File: src/rtl/ncct_pkg.sv
// ncct_pkg: shared types, constants and width helpers for the ncc template matcher
// used by ncct_ctrl, ncct_dp and ncc_template_match_top; no dependencies
package ncct_pkg;

  localparam int MaxTemplateSideDef  = 32;
  localparam int MaxImageWidthDef    = 1024;
  localparam int ScoreFractionBitsDef = 14;
  localparam int RowLimit            = 1024;

  localparam logic [5:0]  TwReset = 6'd8;
  localparam logic [5:0]  ThReset = 6'd8;
  localparam logic [10:0] IwReset = 11'd640;
  localparam logic [10:0] IhReset = 11'd480;

  localparam logic [1:0] CfgTemplateWidth  = 2'd0;
  localparam logic [1:0] CfgTemplateHeight = 2'd1;
  localparam logic [1:0] CfgImageWidth     = 2'd2;
  localparam logic [1:0] CfgImageHeight    = 2'd3;

  localparam logic ActTemplate = 1'b0;
  localparam logic ActSource   = 1'b1;

  typedef enum logic [3:0] {
    DP_HOLD,
    DP_MUL,
    DP_SUB,
    DP_PROD_LD,
    DP_PROD,
    DP_ROOT_LD,
    DP_ROOT,
    DP_DIV_LD,
    DP_DIV,
    DP_FIN
  } dp_op_e;

  typedef struct packed {
    logic   tmpl_we;
    logic   line_we;
    logic   rd_en;
    logic   acc_clr;
    dp_op_e op;
    logic   out_load;
    logic   out_err;
    logic   out_frame;
    logic   best_clr;
  } dp_cmd_t;

  typedef struct packed {
    logic zero_den;
    logic it_done;
    logic out_free;
  } dp_status_t;

  function automatic int ncct_nw(int mt);
    return $clog2(mt * mt + 1);
  endfunction

  function automatic int ncct_taw(int mt);
    return (mt > 1) ? $clog2(mt * mt) : 1;
  endfunction

  function automatic int ncct_rw(int mt);
    return (mt > 1) ? $clog2(mt) : 1;
  endfunction

  function automatic int ncct_cw(int mw);
    return $clog2(mw);
  endfunction

  function automatic int ncct_law(int mt, int mw);
    return $clog2(mt * (2 ** $clog2(mw)));
  endfunction

endpackage

File: src/rtl/ncct_ctrl.sv
// ncct_ctrl: configuration registers, raster counters and the sequencing state machine
// depends on ncct_pkg
module ncct_ctrl #(
  parameter int MaxT = 32,
  parameter int MaxW = 1024
) (
  input  logic                                 clk_i,
  input  logic                                 rst_ni,
  input  logic                                 cfg_valid_i,
  output logic                                 cfg_ready_o,
  input  logic [1:0]                           cfg_addr_i,
  input  logic [10:0]                          cfg_data_i,
  input  logic                                 s_valid_i,
  output logic                                 s_ready_o,
  input  logic                                 s_action_i,
  input  ncct_pkg::dp_status_t                 status_i,
  output ncct_pkg::dp_cmd_t                    cmd_o,
  output logic [ncct_pkg::ncct_nw(MaxT)-1:0]   n_o,
  output logic [ncct_pkg::ncct_taw(MaxT)-1:0]  tmpl_waddr_o,
  output logic [ncct_pkg::ncct_taw(MaxT)-1:0]  tmpl_raddr_o,
  output logic [ncct_pkg::ncct_law(MaxT, MaxW)-1:0] line_waddr_o,
  output logic [ncct_pkg::ncct_law(MaxT, MaxW)-1:0] line_raddr_o,
  output logic [9:0]                           win_x_o,
  output logic [9:0]                           win_y_o
);
  import ncct_pkg::*;

  localparam int NW  = ncct_nw(MaxT);
  localparam int TAW = ncct_taw(MaxT);
  localparam int RW  = ncct_rw(MaxT);
  localparam int CW  = ncct_cw(MaxW);
  localparam int LAW = ncct_law(MaxT, MaxW);
  localparam int TSW = $clog2(MaxT + 1);
  localparam int TCX = (TSW > 6) ? TSW : 6;
  localparam int IWX = ($clog2(MaxW + 1) > 11) ? $clog2(MaxW + 1) : 11;

  typedef enum logic [12:0] {
    S_IDLE  = 13'b0000000000001,
    S_ACC   = 13'b0000000000010,
    S_DRAIN = 13'b0000000000100,
    S_MUL   = 13'b0000000001000,
    S_SUB   = 13'b0000000010000,
    S_CHK   = 13'b0000000100000,
    S_PROD  = 13'b0000001000000,
    S_RLD   = 13'b0000010000000,
    S_ROOT  = 13'b0000100000000,
    S_DLD   = 13'b0001000000000,
    S_DIV   = 13'b0010000000000,
    S_FIN   = 13'b0100000000000,
    S_OUT   = 13'b1000000000000
  } state_e;

  state_e state_q, state_d;
  logic [5:0] tw_q, th_q;
  logic [10:0] iw_q, ih_q;
  logic [TSW-1:0] tw_c, th_c;
  logic [IWX-1:0] iw_c;
  logic [10:0] ih_c;
  logic [CW-1:0] col_q, col_d, wx_q, wx_d;
  logic [9:0] row_q, row_d, wy_q, wy_d;
  logic [RW-1:0] ring_q, ring_d, rring_q, rring_d, ring_nx, top_ring, th1;
  logic [TAW-1:0] tidx_q, tidx_d, tcur, tnext, lin_q, lin_d;
  logic [TSW-1:0] ar_q, ar_d, ac_q, ac_d;
  logic frame_q, frame_d, err_q, err_d;
  logic last_col, frame_end, size_err, win;
  logic [CW-1:0] rcol;
  logic [RW:0] ring_wrap;

  // configuration
  assign cfg_ready_o = 1'b1;

  always_ff @(posedge clk_i or negedge rst_ni) begin
    if (!rst_ni) begin
      tw_q <= TwReset;
      th_q <= ThReset;
      iw_q <= IwReset;
      ih_q <= IhReset;
    end else if (cfg_valid_i) begin
      unique case (cfg_addr_i)
        CfgTemplateWidth:  tw_q <= cfg_data_i[5:0];
        CfgTemplateHeight: th_q <= cfg_data_i[5:0];
        CfgImageWidth:     iw_q <= cfg_data_i;
        CfgImageHeight:    ih_q <= cfg_data_i;
        default: begin
        end
      endcase
    end
  end

  always_comb begin
    priority if (tw_q == '0) begin
      tw_c = TSW'(1);
    end else if (TCX'(tw_q) > TCX'(MaxT)) begin
      tw_c = TSW'(MaxT);
    end else begin
      tw_c = TSW'(tw_q);
    end
    priority if (th_q == '0) begin
      th_c = TSW'(1);
    end else if (TCX'(th_q) > TCX'(MaxT)) begin
      th_c = TSW'(MaxT);
    end else begin
      th_c = TSW'(th_q);
    end
    priority if (iw_q == '0) begin
      iw_c = IWX'(1);
    end else if (IWX'(iw_q) > IWX'(MaxW)) begin
      iw_c = IWX'(MaxW);
    end else begin
      iw_c = IWX'(iw_q);
    end
    priority if (ih_q == '0) begin
      ih_c = 11'd1;
    end else if (ih_q > 11'(RowLimit)) begin
      ih_c = 11'(RowLimit);
    end else begin
      ih_c = ih_q;
    end
  end

  assign n_o = NW'(tw_c * th_c);

  // raster position and window geometry
  assign last_col  = IWX'(col_q) + IWX'(1) >= iw_c;
  assign frame_end = last_col && (11'(row_q) + 11'd1 >= ih_c);
  assign size_err  = (IWX'(tw_c) > iw_c) || (11'(th_c) > ih_c);
  assign win       = (IWX'(col_q) + IWX'(1) >= IWX'(tw_c)) && (11'(row_q) + 11'd1 >= 11'(th_c));
  assign ring_nx   = (ring_q == RW'(MaxT - 1)) ? '0 : ring_q + RW'(1);
  assign th1       = RW'(th_c - TSW'(1));
  assign ring_wrap = (RW + 1)'(ring_q) + (RW + 1)'(MaxT) - (RW + 1)'(th1);
  assign top_ring  = (ring_q >= th1) ? ring_q - th1 : ring_wrap[RW-1:0];

  assign tcur  = (NW'(tidx_q) >= n_o) ? '0 : tidx_q;
  assign tnext = (NW'(tcur) + NW'(1) >= n_o) ? '0 : tcur + TAW'(1);

  assign rcol         = CW'(IWX'(wx_q) + IWX'(ac_q));
  assign tmpl_waddr_o = tcur;
  assign tmpl_raddr_o = lin_q;
  assign line_waddr_o = LAW'({ring_q, col_q});
  assign line_raddr_o = LAW'({rring_q, rcol});
  assign win_x_o      = 10'(wx_q);
  assign win_y_o      = wy_q;
  assign s_ready_o    = (state_q == S_IDLE);

  always_comb begin
    state_d = state_q;
    col_d   = col_q;
    row_d   = row_q;
    ring_d  = ring_q;
    rring_d = rring_q;
    tidx_d  = tidx_q;
    lin_d   = lin_q;
    ar_d    = ar_q;
    ac_d    = ac_q;
    wx_d    = wx_q;
    wy_d    = wy_q;
    frame_d = frame_q;
    err_d   = err_q;
    cmd_o   = '{op: DP_HOLD, default: 1'b0};

    unique case (state_q)
      S_IDLE: begin
        if (s_valid_i) begin
          if (s_action_i == ActTemplate) begin
            cmd_o.tmpl_we = 1'b1;
            tidx_d        = tnext;
          end else begin
            cmd_o.line_we = 1'b1;
            if (frame_end) begin
              col_d  = '0;
              row_d  = '0;
              ring_d = '0;
            end else if (last_col) begin
              col_d  = '0;
              row_d  = row_q + 10'd1;
              ring_d = ring_nx;
            end else begin
              col_d = col_q + CW'(1);
            end
            wx_d    = CW'(IWX'(col_q) + IWX'(1) - IWX'(tw_c));
            wy_d    = 10'(11'(row_q) + 11'd1 - 11'(th_c));
            frame_d = frame_end;
            if (size_err) begin
              if (frame_end) begin
                err_d   = 1'b1;
                state_d = S_OUT;
              end
            end else if (win) begin
              err_d         = 1'b0;
              cmd_o.acc_clr = 1'b1;
              rring_d       = top_ring;
              lin_d         = '0;
              ar_d          = '0;
              ac_d          = '0;
              state_d       = S_ACC;
            end else if (frame_end) begin
              cmd_o.best_clr = 1'b1;
            end
          end
        end
      end
      S_ACC: begin
        cmd_o.rd_en = 1'b1;
        lin_d       = lin_q + TAW'(1);
        if (ac_q == tw_c - TSW'(1)) begin
          ac_d    = '0;
          ar_d    = ar_q + TSW'(1);
          rring_d = (rring_q == RW'(MaxT - 1)) ? '0 : rring_q + RW'(1);
          if (ar_q == th_c - TSW'(1)) begin
            state_d = S_DRAIN;
          end
        end else begin
          ac_d = ac_q + TSW'(1);
        end
      end
      S_DRAIN: state_d = S_MUL;
      S_MUL: begin
        cmd_o.op = DP_MUL;
        state_d  = S_SUB;
      end
      S_SUB: begin
        cmd_o.op = DP_SUB;
        state_d  = S_CHK;
      end
      S_CHK: begin
        if (status_i.zero_den) begin
          state_d = S_FIN;
        end else begin
          cmd_o.op = DP_PROD_LD;
          state_d  = S_PROD;
        end
      end
      S_PROD: begin
        cmd_o.op = DP_PROD;
        if (status_i.it_done) state_d = S_RLD;
      end
      S_RLD: begin
        cmd_o.op = DP_ROOT_LD;
        state_d  = S_ROOT;
      end
      S_ROOT: begin
        cmd_o.op = DP_ROOT;
        if (status_i.it_done) state_d = S_DLD;
      end
      S_DLD: begin
        cmd_o.op = DP_DIV_LD;
        state_d  = S_DIV;
      end
      S_DIV: begin
        cmd_o.op = DP_DIV;
        if (status_i.it_done) state_d = S_FIN;
      end
      S_FIN: begin
        cmd_o.op = DP_FIN;
        state_d  = S_OUT;
      end
      S_OUT: begin
        if (status_i.out_free) begin
          cmd_o.out_load  = 1'b1;
          cmd_o.out_err   = err_q;
          cmd_o.out_frame = frame_q;
          state_d         = S_IDLE;
        end
      end
      default: state_d = S_IDLE;
    endcase
  end

  always_ff @(posedge clk_i or negedge rst_ni) begin
    if (!rst_ni) begin
      state_q <= S_IDLE;
      col_q   <= '0;
      row_q   <= '0;
      ring_q  <= '0;
      tidx_q  <= '0;
      rring_q <= '0;
      lin_q   <= '0;
      ar_q    <= '0;
      ac_q    <= '0;
      frame_q <= 1'b0;
      err_q   <= 1'b0;
    end else begin
      state_q <= state_d;
      col_q   <= col_d;
      row_q   <= row_d;
      ring_q  <= ring_d;
      tidx_q  <= tidx_d;
      rring_q <= rring_d;
      lin_q   <= lin_d;
      ar_q    <= ar_d;
      ac_q    <= ac_d;
      frame_q <= frame_d;
      err_q   <= err_d;
    end
  end

  always_ff @(posedge clk_i) begin
    wx_q <= wx_d;
    wy_q <= wy_d;
  end

`ifndef SYNTH
  a_acc_tmpl_in_range : assert property (@(posedge clk_i) disable iff (!rst_ni)
    (state_q == S_ACC) |-> (NW'(lin_q) < n_o))
    else $error("template read beyond template size");

  a_acc_row_in_range : assert property (@(posedge clk_i) disable iff (!rst_ni)
    (state_q == S_ACC) |-> (ar_q < th_c))
    else $error("window row counter beyond template height");

  a_ring_in_range : assert property (@(posedge clk_i) disable iff (!rst_ni)
    ((RW + 1)'(ring_q) < (RW + 1)'(MaxT)) && ((RW + 1)'(rring_q) < (RW + 1)'(MaxT)))
    else $error("line ring index out of range");
`endif

endmodule

File: config.mk
export PLATFORM = sky130hd
export DESIGN_NAME = ncct_ctrl
export DESIGN_NICKNAME = d
export VERILOG_FILES = /design/src/rtl/ncct_pkg.sv /design/src/rtl/ncct_ctrl.sv
export SDC_FILE = /design/constraint.sdc
export NUM_CORES = 1
export LEC_CHECK = 0
export BUFFER_PORTS_ARGS = -buffer_cell sky130_fd_sc_hd__buf_4
export CAP_MARGIN = 20
export CELL_PAD_IN_SITES_DETAIL_PLACEMENT = 1
export CELL_PAD_IN_SITES_GLOBAL_PLACEMENT = 2
export CORE_UTILIZATION = 40
export DETAILED_ROUTE_END_ITERATION = 8
export PLACE_DENSITY = 0.86
export SYNTH_ARGS = -nofsm -noshare
export SYNTH_HDL_FRONTEND = slang
export SYNTH_SLANG_ARGS = --single-unit
File: constraint.sdc
create_clock -name clk_i -period 25 [get_ports clk_i]
set_input_delay 1.25 -clock clk_i [delete_from_list [all_inputs] [get_ports clk_i]]
set_output_delay 1.25 -clock clk_i [all_outputs]
set_load 0.02 [all_outputs]
== Word-level counts from Yosys, hierarchy flattened ==
Index checks and enable logic that the tools add are counted.

* Bitwise operators: 1
* Shift operators: 0
* Reduce and logical (&&, ||, !) cells: 22
* Multiply operators: 1
* Add/subtract/negate cells: 19
* Div/mod/pow operators: 0
* Equality and inequality tests: 33
* Magnitude comparators: 13
* Multiplexer cells: 74

{| class="wikitable"
|+ Operator list
! kind !! number
|-
| one-hot mux 13 bit (13 select lines) || 1
|-
| 2-to-1 mux 13 bit || 11
|-
| 2-to-1 mux 10 bit || 10
|-
| 2-to-1 mux 6 bit || 10
|-
| 2-to-1 mux 5 bit || 10
|-
| 2-to-1 mux 11 bit || 4
|-
| adder 10 x 1 -> 10 bit, second input constant || 4
|-
| one-hot mux 4 bit (9 select lines) || 1
|-
| adder 10 x 1 -> 11 bit, second input constant || 3
|-
| >= comparator 11 bit || 3
|-
| one-hot mux 6 bit (2 select lines) || 2
|-
| >= comparator 11 x 6 -> 1 bit || 2
|-
| > comparator 11 bit, second input constant || 2
|-
| > comparator 6 x 11 -> 1 bit || 2
|-
| logical NOT 11 bit || 2
|-
| one-hot mux 10 bit (2 select lines) || 1
|-
| subtractor 10 x 6 -> 10 bit || 2
|-
| inequality test 2 bit, second input constant || 9
|-
| 2-to-1 mux 1 bit || 17
|-
| adder 5 x 1 -> 5 bit, second input constant || 3
|-
| == test 13 x 1 -> 1 bit, second input constant || 1
|-
| == test 13 x 10 -> 1 bit, second input constant || 1
|-
| == test 13 x 11 -> 1 bit, second input constant || 1
|-
| == test 13 x 12 -> 1 bit, second input constant || 1
|-
| 40 further kinds || 60
|}

* Memory bits (writable): 0
* Latch bits: 0
* Bits of input ports: 21
* Flip-flop bits (word level): 131
* ROM bits: 0
* Memories: 0
* Logic and storage cells: 180
* Output and inout bits: 95

== Logic depth before layout (Yosys ltp) ==
Gate-level depths: netlist of run 1.

* Word-level depth: 11
* Depth in mapped cells: 37

== Worst setup path after synthesis of run 1 ==
Ideal clock, no wire load.

* Kind: reg2reg
* Start: register th_q[3]
* End: register tidx_q[9]
* Cell stages (with the launch flop): 35
* Slack: 16.369 ns
* Library setup time: 0.121 ns
* Clock period less this slack: 8.631 ns
* Buffers on the path: 3
* Arrival time: 8.510 ns
* Cells stage by stage: dfstp_2 clkbuf_1 nor2b_1 inv_1 nor2_1 fa_1 fa_1 inv_1 fa_1 inv_1 ha_1 a21o_1 xor2_1 inv_1 ha_1 and4_1 o211ai_1 o211ai_1 maj3_1 clkbuf_1 a21oi_1 ha_1 clkbuf_1 nand4_1 xor2_1 a21oi_1 ha_1 o211a_1 a211oi_1 a2111oi_0 nor3b_1 o31ai_1 a31o_2 o21ai_1 a22o_1

* Longest elaborated chain between the ends: 9
* Elaborated cells between the ends (all ways): 11
* Classes of those cells: add/sub: 2; mul: 1; order compare: 3; mux: 4; reduce/logical: 1

{| class="wikitable"
|+ RTL lines
! element !! RTL line !! text
|-
| start: declaration || ncct_ctrl.sv:54 || <nowiki>logic [5:0] tw_q, th_q;</nowiki>
|-
| start signal: assignment || ncct_ctrl.sv:75 || <nowiki>th_q <= ThReset;</nowiki>
|-
| start signal: assignment || ncct_ctrl.sv:81 || <nowiki>CfgTemplateHeight: th_q <= cfg_data_i[5:0];</nowiki>
|-
| > comparator 6 bit || ncct_ctrl.sv:100 || <nowiki>end else if (TCX'(th_q) > TCX'(MaxT)) begin</nowiki>
|-
| 2-to-1 mux 6 bit || ncct_ctrl.sv:100 ||
|-
| 2-to-1 mux 6 bit * || ncct_ctrl.sv:98 || <nowiki>priority if (th_q == '0) begin</nowiki>
|-
| multiplier 6 x 6 -> 11 bit * || ncct_ctrl.sv:121 || <nowiki>assign n_o = NW'(tw_c * th_c);</nowiki>
|-
| net n_o (one bit) || ncct_ctrl.sv:18 || <nowiki>output logic [ncct_pkg::ncct_nw(MaxT)-1:0] n_o,</nowiki>
|-
| >= comparator 10 x 11 -> 1 bit * || ncct_ctrl.sv:133 || <nowiki>assign tcur = (NW'(tidx_q) >= n_o) ? '0 : tidx_q;</nowiki>
|-
| 2-to-1 mux 10 bit * || ncct_ctrl.sv:133 ||
|-
| net tmpl_waddr_o (one bit) || ncct_ctrl.sv:19 || <nowiki>output logic [ncct_pkg::ncct_taw(MaxT)-1:0] tmpl_waddr_o,</nowiki>
|-
| adder 10 x 1 -> 11 bit || ncct_ctrl.sv:134 || <nowiki>assign tnext = (NW'(tcur) + NW'(1) >= n_o) ? '0 : tcur + TAW'(1);</nowiki>
|-
| >= comparator 11 bit || ncct_ctrl.sv:134 ||
|-
| 2-to-1 mux 10 bit * || ncct_ctrl.sv:134 ||
|-
| end signal: assignment || ncct_ctrl.sv:287 || <nowiki>tidx_q <= tidx_d;</nowiki>
|-
| end: declaration || ncct_ctrl.sv:62 || <nowiki>logic [TAW-1:0] tidx_q, tidx_d, tcur, tnext, lin_q, lin_d;</nowiki>
|}

Mark *: on every way through the listed nets, which the timed path passes. The rest lies on a longest branch.
A chain may end at the register's enable or synchronous reset.

== Worst setup path in the final report of run 1 ==
* Start: register tw_q[5]
* End: register tidx_q[7]

* Longest elaborated chain between the ends: 9
* Elaborated cells between the ends (all ways): 11
* Classes of those cells: add/sub: 2; mul: 1; order compare: 3; mux: 4; reduce/logical: 1

{| class="wikitable"
|+ RTL lines
! element !! RTL line !! text
|-
| start: declaration || ncct_ctrl.sv:54 ||
|-
| start signal: assignment || ncct_ctrl.sv:74 || <nowiki>tw_q <= TwReset;</nowiki>
|-
| start signal: assignment || ncct_ctrl.sv:80 || <nowiki>CfgTemplateWidth: tw_q <= cfg_data_i[5:0];</nowiki>
|-
| > comparator 6 bit || ncct_ctrl.sv:93 || <nowiki>end else if (TCX'(tw_q) > TCX'(MaxT)) begin</nowiki>
|-
| 2-to-1 mux 6 bit || ncct_ctrl.sv:93 ||
|-
| 2-to-1 mux 6 bit * || ncct_ctrl.sv:91 || <nowiki>priority if (tw_q == '0) begin</nowiki>
|-
| multiplier 6 x 6 -> 11 bit * || ncct_ctrl.sv:121 ||
|-
| >= comparator 10 x 11 -> 1 bit || ncct_ctrl.sv:133 ||
|-
| 2-to-1 mux 10 bit || ncct_ctrl.sv:133 ||
|-
| adder 10 x 1 -> 11 bit || ncct_ctrl.sv:134 ||
|-
| >= comparator 11 bit || ncct_ctrl.sv:134 ||
|-
| 2-to-1 mux 10 bit * || ncct_ctrl.sv:134 ||
|}

Mark *: on every way between the ends. The rest lies on a longest branch, timed or not.

==> flow_summary_export.csv, run 1 <==
group,metric,value,unit
setup_path,crit_slowest_cell,"a2111oi_0",
setup_path,start_kind,"flop",
cts,root_buffer,"clkbuf_16",
setup_path,path_buf_inv,3,
setup_path,worstSetupEndpointType,"flop",
synthesis,netlist_area,10300,um^2
setup_path,cp_top_family,"adder cells",
hold_path,holdPathStages,1,
cells_and_area,design_area,12100,um^2
synthesis,synth_nets,1274,
synthesis,async_flop_share,84.7,%
outcome,status,"complete, no violations",
setup_path,max_stage_delay,0.76,ns
die,start_util,40.8,%
timing,worst_pin_slew,1.05,ns
cts,htree_levels,4,
synthesis,synth.lib_cells_used.distinct,91,
placed_design,port_buffers,114,
synthesis,synth_edf_count,20,
hold_path,min_from,"frame_q",
setup_path,critPathKind,"reg2reg",
timing,finalHoldViolCount,0,
power_and_ir_drop,peakVddDrop,0.0519,mV
synthesis,synth_common_cells,"106 x nand2_1, 105 x ha_1, 102 x dfrtp_1",
detailed_routing,wirelength,30.9,mm
setup_path,worstPathArrival,9.41,ns
global_route,grt.total_usage,24.2,%
cells_and_area,fin_nets,1379,
synthesis,synth_top_area_share,24.8,%
global_route,overflow,0,
die,fp.dieH,162,um
synthesis,synth-seq-area-share,32.9,%
timing,rsz0062_at_grt,"false",
cells_and_area,final_util,47.9,%
timing,max-slew-margin-rel,29.7,%
detailed_routing,first_pass_iters,5,
global_route,grt_pass1_wl,49.9,mm
global_route,grt_pass1_vias,9238,
cells_and_area,drive_above_1_share,18.2,%
placed_design,dp_hpwl,23.6,mm
cts,cts_hold_buf,0,
detailed_routing,wl_per_cell,19.6,um
setup_path,cpMostUsedCell,"ha_1",
global_route,grt_max_degree,44,
timing,whs,0.520,ns
cells_and_area,fillCellCount,2946,
timing,fin_worst_skew,0.0130,ns
cts,post_cts_buffers,0,
synthesis,synthFlopType,"dfrtp_1",
synthesis,synthCells,1129,
setup_path,crit_start,"tw_q[5]",
timing,fin_tns_setup,0,ns
setup_path,worst-path-max-fanout,12,
cts,clkTransAtPathRegs,0.06,ns
cts,clkLatencyLatePin,0.44,ns
synthesis,synth_most_common_cell,"nand2_1",
power_and_ir_drop,power,1.40,mW
die,dieArea,26400,um^2
cts,cts_buffer_depth,2,
die,core_area,25300,um^2
detailed_routing,initialDrtViolationCount,478,
die,num_io_pins,116,
placed_design,placed_area,11500,um^2
cts,numCtsBuffers,17,
synthesis,ys_ff_latch,131,
timing,finalCritPeriodShare,36.4,%
global_route,antenna_found_initial,0,
detailed_routing,viasPerCell,5.59,
flow_run,max_cap_viol_count,0,
cells_and_area,area_growth_syn_to_layout,17.5,%
power_and_ir_drop,p_leak,5.55,nW
cts,cts_tree,"built",
synthesis,avgSynthCellArea,9.13,um^2
synthesis,yosysWarnings,0,
timing,min_period,9.09,ns
setup_path,r2r_cells,32,
hold_path,hold_class,"reg2reg",
detailed_routing,antenna_left,0,
timing,max_freq,110,MHz
setup_path,crit_required,25.31,ns
die,die_w,162,um
cts,cts_num_sinks,131,
timing,final_max_slew_viol_count,0,
detailed_routing,num_vias,8815,
synthesis,synth_area_leaders,"dfrtp_1 25%, ha_1 13%, edfxtp_1 5.8%, nand2_1 3.9%, mux2_2 3.8%",
power_and_ir_drop,power.density,116,nW/um^2
detailed_routing,drc,0,
placed_design,gp_congestion,0.874,
setup_path,cp.depth,32,
synthesis,yosysTopAreaCell,"dfrtp_1",
die,row_count,58,
cells_and_area,diodes,0,
cts,cts_resized,0,
timing,setup_viol,0,
setup_path,r2r-start,"tw_q[5]",
## where the power goes
group	switching [mW]	internal, mW	leakage [nW]
registers	0.0714	0.277	1.54
clock network	0.107	0.176	0.317
logic	0.448	0.321	3.70
## cell families after synthesis
| group | share of synthesized area, % |
|---|---|
| buffers and inverters | 4.88 |
| adders and majority gates | 16.6 |
| xor gates and xnor gates | 6.55 |
| other | 0.0364 |
| DFF | 32.9 |
| AOI/OAI and AO/OA | 15.3 |
| and+or+nand+nor | 19.3 |
| muxes | 4.31 |
## routing by layer
layer	wire, um	global-route usage, %	vias to the layer above
met5	0	0	-
met4	601	7.46	0
met3	1050	3.87	39
met2	15300	41.5	160
met1	13900	31.2	4394
li1	-	-	4222
## stage by stage
step / setup slack, ns / instances
after floorplan: 16.37 / 1129
after global placement: 16.18 / 1544
after detailed placement: 15.89 / 1544
after CTS: 15.87 / 1576
after global routing: 15.21 / 1577
final: 15.91 / 1577
## placed cells by master, fill, tap and decap left out, types with 19 or more instances in the layout
cell type | netlist | final
a21oi_1 | 61 | 61
buf_4 | 3 | 121
dfrtp_1 | 102 | 102
edfxtp_1 | 20 | 20
fa_1 | 19 | 19
ha_1 | 105 | 105
inv_1 | 84 | 84
mux2_2 | 35 | 35
nand2_1 | 106 | 106
nand3_1 | 36 | 36
nor2_1 | 76 | 76
nor3_1 | 22 | 22
o21ai_0 | 57 | 57
xnor2_1 | 45 | 45
xor2_1 | 32 | 32
## area by class of cell
| type | count | area (um^2) | area share (%) |
|---|---|---|---|
| clock buffers | 21 | 472 | 3.90 |
| clock inverters | 11 | 171 | 1.42 |
| inverters | 91 | 342 | 2.82 |
| multi-input cells | 872 | 6410 | 53.0 |
| flip-flops and latches | 131 | 3390 | 28.0 |
| well taps | 330 | 413 | 3.41 |
| repair buffers | 121 | 908 | 7.50 |
## sequential cells by signal (all words and copies together), names as in the netlist, 10 cells and up
signal and count:
win_y_o 10, ih_q 11, col_q 10, iw_q 11, state_q 13, tmpl_raddr_o 10, row_q 10, win_x_o 10
tidx_q 10
## path summary, 6_finish.rpt
| kind | endpoint | slack [ns] |
|---|---|---|
| worst max-delay path | tidx_q[7] | 15.91 |
| worst min-delay path | frame_q | 0.52 |
| worst max register to register | tidx_q[7] | 15.91 |
| worst min register to register | frame_q | 0.52 |
| max in group asynchronous | state_q[1] | 22.67 |
| min in group asynchronous | tidx_q[6] | 0.73 |
Note: power is estimated with default switching activity, not from simulation.
==> run 2, diff against run 1 <==
Settings changed: ABC_AREA set to 1, CORE_UTILIZATION 40 to 32, PLACE_DENSITY 0.86 to 0.78.
Clock period 25 ns to 7.4 ns, I/O delays scaled along.
==> run 2 against run 1 <==
Core utilization is 7.9 points lower. Sequential share of layout area decreased by 1.4 points. Cell count grew 24%. Setup slack got worse by 15 ns. Global-route usage decreased by 3.9 points.
==> flow_summary_export.csv, run 2 <==
group,metric,value,unit
synthesis,synth-seq-area-share,32.3,%
die,start_util,32.9,%
synthesis,synth_top_area_share,24.3,%
power_and_ir_drop,power.density,352,nW/um^2
global_route,top_usage_layer,"met2",
hold_path,hold_class,"in2reg",
setup_path,path_buf_inv,8,
synthesis,synth_compound_area_share,9.26,%
cells_and_area,final_cells,1960,
cells_and_area,diodes,0,
global_route,use_met3,2.82,%
timing,final_max_slew_viol_count,0,
cts,clkTransAtPathRegs,0.07,ns
synthesis,ys_ff_latch,131,
detailed_routing,viasPerCell,4.89,
setup_path,crit_slowest_cell,"fa_1",
timing,setup_ws,0.451,ns
die,row_count,65,
setup_path,crit_required,7.77,ns
synthesis,async_flop_share,84.7,%
timing,fin_worst_skew,0.0122,ns
synthesis,yosysTopAreaCell,"dfrtp_1",
setup_path,worstSetupEndpointType,"flop",
global_route,grtUsageMet2,32.8,%
cts,cts_tree,"built",
setup_path,worstPathArrival,7.32,ns
hold_path,min_from,"cfg_data_i[7]",
timing,min_period,6.95,ns
detailed_routing,wirelength,33.1,mm
synthesis,netlist_area,10500,um^2
power_and_ir_drop,p_leak,6.68,nW
synthesis,synth.lib_cells_used.distinct,66,
global_route,grt_max_degree,68,
detailed_routing,num_vias,9584,
detailed_routing,drc,0,
synthesis,synth_most_common_cell,"nand2_1",
synthesis,synth_common_cells,"327 x nand2_1, 201 x inv_1, 105 x ha_1",
setup_path,crit_start,"th_q[5]",
synthesis,yosysWarnings,0,
global_route,antenna_found_initial,0,
timing,setup_viol,0,
setup_path,rrSetupSlack,0.45,ns
cells_and_area,area_growth_syn_to_layout,21.6,%
power_and_ir_drop,peakVddDrop,0.178,mV
cells_and_area,final_cell_mix,"323 x nand2_1, 199 x inv_1, 137 x buf_4",
flow_run,max_cap_viol_count,0,
timing,whs,0.205,ns
placed_design,dp_hpwl,26.6,mm
synthesis,yosys.area_share.adder,16.1,%
placed_design,place_ws,0.109,ns
cells_and_area,drive_above_1_share,17.8,%
synthesis,synth_nets,1515,
setup_path,worst-path-max-fanout,9,
die,fp.dieH,183,um
detailed_routing,first_pass_iters,4,
cts,numCtsBuffers,17,
cts,root_buffer,"clkbuf_16",
cts,cts_buffer_depth,2,
cells_and_area,largest_registers,"state_q (13), ih_q (11), iw_q (11)",
cells_and_area,final_common_cell,"nand2_1",
placed_design,dp_cells,1920,
cells_and_area,fin_nets,1657,
detailed_routing,initialDrtViolationCount,421,
synthesis,synth_area_leaders,"dfrtp_1 24%, ha_1 13%, nand2_1 12%, inv_1 7.2%, edfxtp_1 5.7%",
cells_and_area,final_util,40.0,%
detailed_routing,antenna_left,0,
setup_path,max_stage_delay,0.58,ns
setup_path,start_kind,"flop",
detailed_routing,wl_per_cell,16.9,um
outcome,status,"complete, no violations",
placed_design,port_buffers,114,
global_route,use_met1,28.6,%
global_route,grt_pass1_wl,53.1,mm
cts,clkLatencyLatePin,0.43,ns
placed_design,gp_congestion,0.829,
global_route,overflow,0,
setup_path,r2r-start,"th_q[5]",
timing,max_freq,144,MHz
cells_and_area,largest_register,"state_q",
cts,htree_levels,4,
cells_and_area,fillCellCount,3937,
synthesis,synthMuxAreaShare,0.0954,%
synthesis,synth_xor_area_share,5.63,%
timing,worst_pin_slew,0.946,ns
timing,finalHoldViolCount,0,
die,dieArea,33500,um^2
global_route,grt.total_usage,20.3,%
setup_path,cp_top_family,"adder cells",
synthesis,synth_edf_count,20,
synthesis,synthCells,1370,
synthesis,avgSynthCellArea,7.66,um^2
die,die_w,183,um
cells_and_area,largest_reg_flops,13,
synthesis,synthFlopType,"dfrtp_1",
timing,max-slew-margin-rel,36.9,%
global_route,grt_pass1_vias,9797,
synthesis,synth-simple-area-share,27.9,%
timing,finalCritPeriodShare,93.9,%
die,core_area,31900,um^2
cts,cts_num_sinks,131,
synthesis,synth_top_family_by_area,"simple AND/OR/NAND/NOR gates",
die,num_io_pins,116,
setup_path,critPathKind,"reg2reg",
-- run 2: worst paths after layout --
| check | cells after the start | end |
|---|---|---|
| max | 38 | tidx_q[4] |
| min reg2reg | 2 | ih_q[7] |
| max reg2reg | 38 | tidx_q[4] |
| min | 3 | iw_q[7] |
| min in group asynchronous | 2 | row_q[7] |
| max in group asynchronous | 3 | ar_q[5] |
-- run 2: through the flow --
stage,setup TNS (ns),total power [mW],cell area [um^2]
finish,0,4.49,12800
global route,-0.00417,4.86,12800
CTS,0,4.46,12600
detailed placement,0,3.54,11900
global placement,0,3.49,11900
floorplan,0,2.69,10500
-- run 2: repair_timing --
| action | 4_1_cts | 5_1_grt |
|---|---|---|
| endpoints found under the hold margin | 36 | 0 |
| setup buffers | 0 | 5 |
| endpoints found under the setup margin | 0 | 10 |
| gates resized for setup | 0 | 34 |
| hold buffers | 1 | 0 |
-- run 2: layer usage --
layer,up-vias,share of wire (%)
met5,-,0
met4,0,1.3
met3,21,2.5
met2,124,46
met1,4686,50
li1,4753,-
-- run 2: final cells by class --
type | instances | area, um^2 | area share, %
flip-flops and latches | 131 | 3390 | 26.6
multi-input cells | 1006 | 6340 | 49.7
clock inverters | 11 | 125 | 0.980
well taps | 435 | 544 | 4.27
clock buffers | 21 | 482 | 3.77
inverters | 217 | 823 | 6.45
repair buffers | 139 | 1050 | 8.26
-- run 2: kinds of logic after synthesis --
kind of cell,Yosys count
compound gates,173
xor+xnor,65
fa+ha+maj,124
buf+inv,234
flops,131
mux,1
other cells,1
simple gates,641
-- run 2: power breakdown --
group          total, mW  internal (mW)  switching [mW]  leakage, nW
sequential          1.09          0.929           0.165         1.62
combinational       2.51          0.913            1.60         4.76
clock              0.885          0.535           0.349        0.291
total               4.49           2.38            2.11         6.68
-- run 2: worst min-delay path, stage by stage --
cell and delay [ns]:
buf_4 0.11, inv_1 0.07, o21ai_0 0.08
